--- src/sorted_set_insert_lookup_assert.svh ---
// ----------------------------------------------------------------------------
// Sorted set assertion macros
// Concurrent check wrappers, compiled out when SYNTHESIS is defined.
// ----------------------------------------------------------------------------
`ifndef SORTED_SET_INSERT_LOOKUP_ASSERT_SVH
`define SORTED_SET_INSERT_LOOKUP_ASSERT_SVH
`ifndef SYNTHESIS
// same-cycle implication
`define SSIL_ASSERT_IMP(label, clk, rst_n, ante, cons) \
  label: assert property (@(posedge clk) disable iff (!rst_n) (ante) |-> (cons)) \
    else $error("sorted set check failed");
// next-cycle implication
`define SSIL_ASSERT_NXT(label, clk, rst_n, ante, cons) \
  label: assert property (@(posedge clk) disable iff (!rst_n) (ante) |=> (cons)) \
    else $error("sorted set check failed");
`else
`define SSIL_ASSERT_IMP(label, clk, rst_n, ante, cons)
`define SSIL_ASSERT_NXT(label, clk, rst_n, ante, cons)
`endif
`endif

--- src/ssil_pkg.sv ---
// ----------------------------------------------------------------------------
// Sorted set package
// Command codes, field widths and the control word shared by the cell chain.
// ----------------------------------------------------------------------------
`default_nettype none

package ssil_pkg;

  localparam int ValueW    = 32;
  localparam int RankW     = 4;
  localparam int SizeW     = 5;
  localparam int CmdW      = 2;
  localparam int ReadSlots = 16;

  localparam logic [CmdW-1:0] CmdInsert = 2'd0;
  localparam logic [CmdW-1:0] CmdQuery  = 2'd1;
  localparam logic [CmdW-1:0] CmdRead   = 2'd2;

  // broadcast to every cell
  typedef struct packed {
    logic              shift_en;
    logic [ValueW-1:0] value;
  } cell_ctrl_t;

endpackage

`default_nettype wire

--- src/ssil_cell.sv ---
// ----------------------------------------------------------------------------
// Sorted set cell
// One entry of the ordered chain: compares against the broadcast value and on
// insert takes either the value or its left neighbor's entry.
// ----------------------------------------------------------------------------
`default_nettype none

module ssil_cell import ssil_pkg::*; (
  input  logic              clk_i,
  input  cell_ctrl_t        ctrl_i,
  input  logic              live_i,
  input  logic              left_above_i,
  input  logic [ValueW-1:0] left_entry_i,
  output logic              above_o,
  output logic              match_o,
  output logic [ValueW-1:0] entry_o
);

  logic [ValueW-1:0] entry_q, entry_d;

  // empty cells count as above so the first empty slot takes the value
  assign above_o = !live_i || ($signed(entry_q) > $signed(ctrl_i.value));
  assign match_o = live_i && (entry_q == ctrl_i.value);
  assign entry_o = entry_q;

  always_comb begin
    entry_d = entry_q;
    if (ctrl_i.shift_en && above_o) begin
      entry_d = left_above_i ? left_entry_i : ctrl_i.value;
    end
  end

  always_ff @(posedge clk_i) begin
    entry_q <= entry_d;
  end

endmodule

`default_nettype wire

--- src/sorted_set_insert_lookup.sv ---
// ----------------------------------------------------------------------------
// Sorted set with insert, membership query and read by rank
// Ascending set of distinct signed words held in a chain of compare/shift
// cells; one result word per command word.
// ----------------------------------------------------------------------------
//  channel   | handshake            | payload
//  ----------+----------------------+--------------------------------------
//  command   | start & !busy        | cmd_i, value_i, rank_i
//  result    | done_o (one cycle)   | found_o, inserted_o, dropped_full_o,
//            |                      | size_now_o, element_o, element_valid_o
//
//  A command is latched at the accept edge; the next cycle runs the parallel
//  compare in every cell, the OR of the match flags and the one-step shift;
//  done_o is registered from that compare cycle. busy is high for that
//  compare cycle only, so a new command is taken while done_o reports the last.
//  Reset clears the element count; the cell entries are not reset.
//  The result side has no stall: done_o is high for exactly one cycle.
// ----------------------------------------------------------------------------
`default_nettype none

`include "sorted_set_insert_lookup_assert.svh"

module sorted_set_insert_lookup import ssil_pkg::*; #(
  parameter int CAPACITY = 16
) (
  input  logic              clk_i,
  input  logic              rst_ni,
  input  logic              start,
  output logic              busy,
  input  logic [CmdW-1:0]   cmd_i,
  input  logic [ValueW-1:0] value_i,
  input  logic [RankW-1:0]  rank_i,
  output logic              done_o,
  output logic              found_o,
  output logic              inserted_o,
  output logic              dropped_full_o,
  output logic [SizeW-1:0]  size_now_o,
  output logic [ValueW-1:0] element_o,
  output logic              element_valid_o
);

  localparam int CntW = $clog2(CAPACITY + 1);

  logic              op_q;
  logic [CmdW-1:0]   cmd_q;
  logic [ValueW-1:0] value_q;
  logic [RankW-1:0]  rank_q;
  logic [CntW-1:0]   count_q, count_d;

  logic              done_q, found_q, inserted_q, dropped_q, elem_vld_q;
  logic [SizeW-1:0]  size_q;
  logic [ValueW-1:0] element_q;

  logic [CAPACITY-1:0]             live, above, match;
  logic [CAPACITY-1:0][ValueW-1:0] cell_entry;
  logic [ReadSlots-1:0][ValueW-1:0] rd_vec;
  cell_ctrl_t                      ctrl;

  logic accept, present, full, is_ins, do_ins, rank_ok, rd_ok;
  logic found_d, dropped_d;
  logic [ValueW-1:0] element_d;

  assign busy   = op_q;
  assign accept = start && !busy;

  always_ff @(posedge clk_i or negedge rst_ni) begin
    if (!rst_ni) begin
      op_q <= 1'b0;
    end else begin
      op_q <= accept;
    end
  end

  always_ff @(posedge clk_i) begin
    if (accept) begin
      cmd_q   <= cmd_i;
      value_q <= value_i;
      rank_q  <= rank_i;
    end
  end

  // cell chain
  assign ctrl.shift_en = do_ins;
  assign ctrl.value    = value_q;

  for (genvar i = 0; i < CAPACITY; i++) begin : g_cell
    logic              left_above;
    logic [ValueW-1:0] left_entry;

    assign live[i] = count_q > CntW'(i);

    if (i == 0) begin : g_head
      assign left_above = 1'b0;
      assign left_entry = '0;
    end else begin : g_body
      assign left_above = above[i-1];
      assign left_entry = cell_entry[i-1];
    end

    ssil_cell u_cell (
      .clk_i        (clk_i),
      .ctrl_i       (ctrl),
      .live_i       (live[i]),
      .left_above_i (left_above),
      .left_entry_i (left_entry),
      .above_o      (above[i]),
      .match_o      (match[i]),
      .entry_o      (cell_entry[i])
    );
  end

  for (genvar r = 0; r < ReadSlots; r++) begin : g_rd
    if (r < CAPACITY) begin : g_tap
      assign rd_vec[r] = cell_entry[r];
    end else begin : g_none
      assign rd_vec[r] = '0;
    end
  end

  // decode
  assign present = |match;
  assign full    = count_q == CntW'(CAPACITY);
  assign is_ins  = op_q && (cmd_q == CmdInsert);
  assign do_ins  = is_ins && !present && !full;
  assign count_d = count_q + CntW'(do_ins);

  assign found_d   = op_q && ((cmd_q == CmdInsert) || (cmd_q == CmdQuery)) && present;
  assign dropped_d = is_ins && !present && full;
  assign rank_ok   = (32'(rank_q) < 32'(count_q)) && (32'(rank_q) < 32'(CAPACITY));
  assign rd_ok     = op_q && (cmd_q == CmdRead) && rank_ok;
  assign element_d = rd_ok ? rd_vec[rank_q] : '0;

  always_ff @(posedge clk_i or negedge rst_ni) begin
    if (!rst_ni) begin
      count_q <= '0;
      done_q  <= 1'b0;
    end else begin
      count_q <= count_d;
      done_q  <= op_q;
    end
  end

  always_ff @(posedge clk_i) begin
    if (op_q) begin
      found_q    <= found_d;
      inserted_q <= do_ins;
      dropped_q  <= dropped_d;
      size_q     <= SizeW'(count_d);
      element_q  <= element_d;
      elem_vld_q <= rd_ok;
    end
  end

  assign done_o          = done_q;
  assign found_o         = found_q;
  assign inserted_o      = inserted_q;
  assign dropped_full_o  = dropped_q;
  assign size_now_o      = size_q;
  assign element_o       = element_q;
  assign element_valid_o = elem_vld_q;

  // checks
  `SSIL_ASSERT_IMP(a_count_cap, clk_i, rst_ni, 1'b1, count_q <= CntW'(CAPACITY))
  `SSIL_ASSERT_IMP(a_flags_excl, clk_i, rst_ni, done_q,
                   $onehot0({found_q, inserted_q, dropped_q, elem_vld_q}))
  `SSIL_ASSERT_NXT(a_cmd_done, clk_i, rst_ni, op_q, done_q && !op_q)
  `SSIL_ASSERT_IMP(a_ins_grow, clk_i, rst_ni, done_q && inserted_q,
                   count_q == CntW'($past(count_q) + 1'b1))

endmodule

`default_nettype wire
--- config.mk ---
export PLATFORM = sky130hd
export DESIGN_NAME = sorted_set_insert_lookup
export DESIGN_NICKNAME = d
export VERILOG_FILES = /design/src/ssil_pkg.sv /design/src/ssil_cell.sv /design/src/sorted_set_insert_lookup.sv
export VERILOG_INCLUDE_DIRS = /design/src /design/src/src
export SDC_FILE = /design/constraint.sdc
export NUM_CORES = 2
export LEC_CHECK = 0
export ABC_AREA = 1
export BUFFER_PORTS_ARGS = -buffer_cell sky130_fd_sc_hd__buf_4
export CORE_ASPECT_RATIO = 0.6
export CORE_MARGIN = 2
export CORE_UTILIZATION = 60
export DETAILED_ROUTE_END_ITERATION = 6
export HOLD_SLACK_MARGIN = 0.06
export PLACE_DENSITY = 0.77
export SLEW_MARGIN = 0
export SYNTH_ARGS = -nofsm -noshare
export SYNTH_HDL_FRONTEND = slang
export SYNTH_SLANG_ARGS = --single-unit
--- constraint.sdc ---
create_clock -name clk_i -period 5.4 [get_ports clk_i]
set_input_delay 0.27 -clock clk_i [delete_from_list [all_inputs] [get_ports clk_i]]
set_output_delay 0.27 -clock clk_i [all_outputs]
set_load 0.01 [all_outputs]
==> impl_metrics.csv <==
group,metric,value,unit
sta,rsz0062_at_grt,"no",
global_routing,grt_usage,39.0,%
finish,area_growth,10.2,%
yosys,yosysWarnings,0,
sta,finalSetupViolations,0,
placed_design,post-place-ws,0.788,ns
floorplan,core_region_area,70300,sq um
worst_setup_path,end_kind,"flip-flop",
floorplan,start_util,61.0,%
yosys,syn_area_per_cell,8.26,sq um
clock_tree,clk_pin_slew,0.06,ns
worst_setup_path,critPathMaxFanout,17,
hold_path,whs_path_depth,4,
global_routing,grt_antenna_before_repair,2,
placed_design,io_buffer_count,83,
placed_design,dpl.hpwl,105,mm
floorplan,placementRows,75,
yosys,synth_largest_area_cell,"edfxtp_1",
clock_tree,cts_tree,"yes",
yosys,synth_area_leaders,"edfxtp_1 41%, ha_1 15%, nand2_1 14%, nand3_1 7.1%, a21oi_1 4.2%",
clock_tree,root_buffer,"clkbuf_16",
global_routing,grt_pass1_wl,219,mm
sta,report.final.slew_viol_count,0,
routing,drc_errors,0,
clock_tree,clk_latency,0.68,ns
sta,hold_viol,0,
routing,vias,39300,
yosys,synthMuxAreaShare,2.75,%
routing,wirelength,144,mm
sta,worstMarginPinSlew,1.14,ns
yosys,synth_top_family_by_area,"simple AND/OR/NAND/NOR gates",
routing,drt_iter0_drc,5986,
routing,antenna_left,0,
run,maxCapViolCount,0,
sta,tns,0,ns
clock_tree,ctsHtreeMaxLevel,2,
global_routing,grt_max_degree,118,
floorplan,num_io_pins,84,
routing,avgRoutedWirePerCell,23.2,um
floorplan,die_h,211,um
clock_tree,cts_buffer_depth,3,
global_routing,grt-ovfl-total,0,
sta,fin_crit_sh,91.4,%
global_routing,grt_pass1_vias,36600,
routing,viasPerCell,6.32,
worst_setup_path,arrival,5.30,ns
placed_design,gp_congestion,0.989,
worst_setup_path,reg2regPathDepth,15,
sta,fin_crit,4.94,ns
hold_path,min_path_type,"input port to flip-flop",
yosys,yosys_register_bits,598,
yosys,syn_nets,5751,
yosys,synthAdderAreaFrac,15.1,%
yosys,synth_compound_area_share,10.1,%
power_and_ir_drop,powerDensity,299,nW/um^2
yosys,synth_cell_types,39,
finish,fillers,5565,
finish,fin_area,47200,sq um
sta,finClkSkew,0.0253,ns
routing,first_pass_iters,6,
clock_tree,cts_setup_buffers,0,
clock_tree,cts_buffers,59,
power_and_ir_drop,ir_drop,0.294,mV
sta,hold_ws,0.234,ns
finish,drive_gt1_share,7.14,%
sta,relSlewSlack,24.1,%
yosys,synth_top_cell_area_share,41.4,%
floorplan,die_area,73700,sq um
yosys,synth_xor_area_share,0.0613,%
yosys,seq_area_frac_synth,41.8,%
yosys,synth-simple-area-share,24.4,%
sta,worst_slack,0.463,ns
placed_design,place_area,44800,sq um
finish,layout.nets,5802,
worst_setup_path,required,5.76,ns
power_and_ir_drop,p_leak,21.8,nW
clock_tree,cts.sinks,598,
worst_setup_path,cp-start-kind,"flip-flop",
sta,fmax,203,MHz
yosys,syn_area,42900,sq um
worst_setup_path,critical_path_class,"flip-flop to flip-flop",
outcome,status,"completed",
floorplan,die_w,349,um
yosys,netlist_instances,5193,
-- timing repair --
action / in CTS / in global routing
hold endpoints to repair: 45 / 0
hold buffers: 40 / 0
gates resized for setup: 0 / 0
-- critical path, stage by stage (launching register included) --
cell and delay (ns):
edfxtp_1 0.38, buf_4 0.23, inv_1 0.59, ha_1 0.41, nand2_1 0.11, nor2_1 0.07, nand2_1 0.12, nor2_1 0.11
nand3_1 0.08, nand2_1 0.05, nor2_1 0.25, nand2_1 0.22, nor2_2 0.20, nand3_2 0.60, nor2_2 0.84, buf_4 0.35
-- final cells by class --
class                      count  area (sq um)  share of cell area (%)
sequential                   598         17900                    37.9
timing repair buffer         289          2360                    4.99
antenna                        2          5.00                  0.0106
clock buffer                  71          1540                    3.27
multi-input combinational   3974         22600                    47.8
inverter                     322          1220                    2.58
tap                          924          1160                    2.45
clock inverter                41           462                   0.977
-- metrics by stage --
| stage | instances | power, mW | util [%] |
|---|---|---|---|
| 3_5_place_dp | 6067 | 9.54 | 63.8 |
| 4_1_cts | 6219 | 14.0 | 67.2 |
| 3_3_place_gp | 6067 | 9.42 | 63.8 |
| 5_1_grt | 6219 | 14.7 | 67.2 |
| 6_report | 6221 | 14.1 | 67.2 |
| 2_1_floorplan | 5193 | 8.32 | - |
-- metal layers --
layer | wire length (um) | part of all wire [%] | track usage, %
met5 | 13 | 0.0090 | 0
met4 | 3970 | 2.8 | 11.1
met3 | 26100 | 18 | 14.0
met2 | 55400 | 38 | 52.2
met1 | 58700 | 41 | 58.4
-- power breakdown --
| part | internal (mW) | switching, mW | leakage, nW |
|---|---|---|---|
| Clock | 2.51 | 1.99 | 0.970 |
| Combinational | 1.14 | 2.68 | 15.3 |
| Sequential | 5.59 | 0.222 | 5.52 |
| Total | 9.25 | 4.89 | 21.8 |
-- Yosys cell counts (all sizes together) --
master  instances
nand4          14
a31oi          33
nor3            9
a21boi          2
nand3b          3
o22ai           1
o21bai          1
nand2        1615
o211ai         91
mux2i         118
or2             1
clkinv          1
o21ai         252
inv           321
nor2          296
edfxtp        591
o21a           31
dfrtp           7
buf            90
a21oi         359
nand3         611
xor2            3
and3            1
clkbuf        209
a21o           16
ha            517
-- layout by cell type, fill, tap and decap left out, drive strengths merged --
cell	count
a21boi	2
a21o	16
a21oi	359
a31oi	33
and3	1
buf	249
bufinv	10
clkbuf	71
clkinv	27
clkinvlp	3
dfrtp	7
diode	2
dlygate4sd3	40
edfxtp	591
ha	517
inv	323
mux2i	118
nand2	1615
nand3	611
nand3b	3
nand4	14
nor2	296
nor3	9
o211ai	91
o21a	31
o21ai	252
o21bai	1
o22ai	1
or2	1
xor2	3
-- kinds of logic (layout without fill, tap and decap cells) --
group                    after synthesis  after routing
other                                  0              2
multiplexers                         118            118
XOR/XNOR                               3              3
adder cells (fa/ha/maj)              517            517
AND/OR/NAND/NOR                     2550           2550
flip-flops                           598            598
buffers and inverters                621            723
AO/OA/AOI/OAI                        786            786
-- flip-flops by register name (all words and copies together), names as in the netlist, 2 cells and up --
name                   cells
count_q                    5
rank_q                     4
value_q                   32
cmd_q                      2
element_o                 32
size_now_o                 5
g_cell.u_cell.entry_o    512
-- path summary, 6_finish.rpt --
check                                                          to                  start  slack (ns)
setup reg to reg           g_cell[0].u_cell.entry_o[19]$_DFFE_PP_  value_q[31]$_DFFE_PP_        0.46
hold / removal                                     busy$_DFF_PN0_                  start        0.23
hold reg to reg             g_cell[0].u_cell.entry_o[0]$_DFFE_PP_   value_q[0]$_DFFE_PP_        0.56
min in group asynchronous                    count_q[3]$_DFF_PN0_                 rst_ni        0.61
max in group asynchronous                          busy$_DFF_PN0_                 rst_ni        4.50
setup / recovery           g_cell[0].u_cell.entry_o[19]$_DFFE_PP_  value_q[31]$_DFFE_PP_        0.46
(Power assumes the default switching activity.)
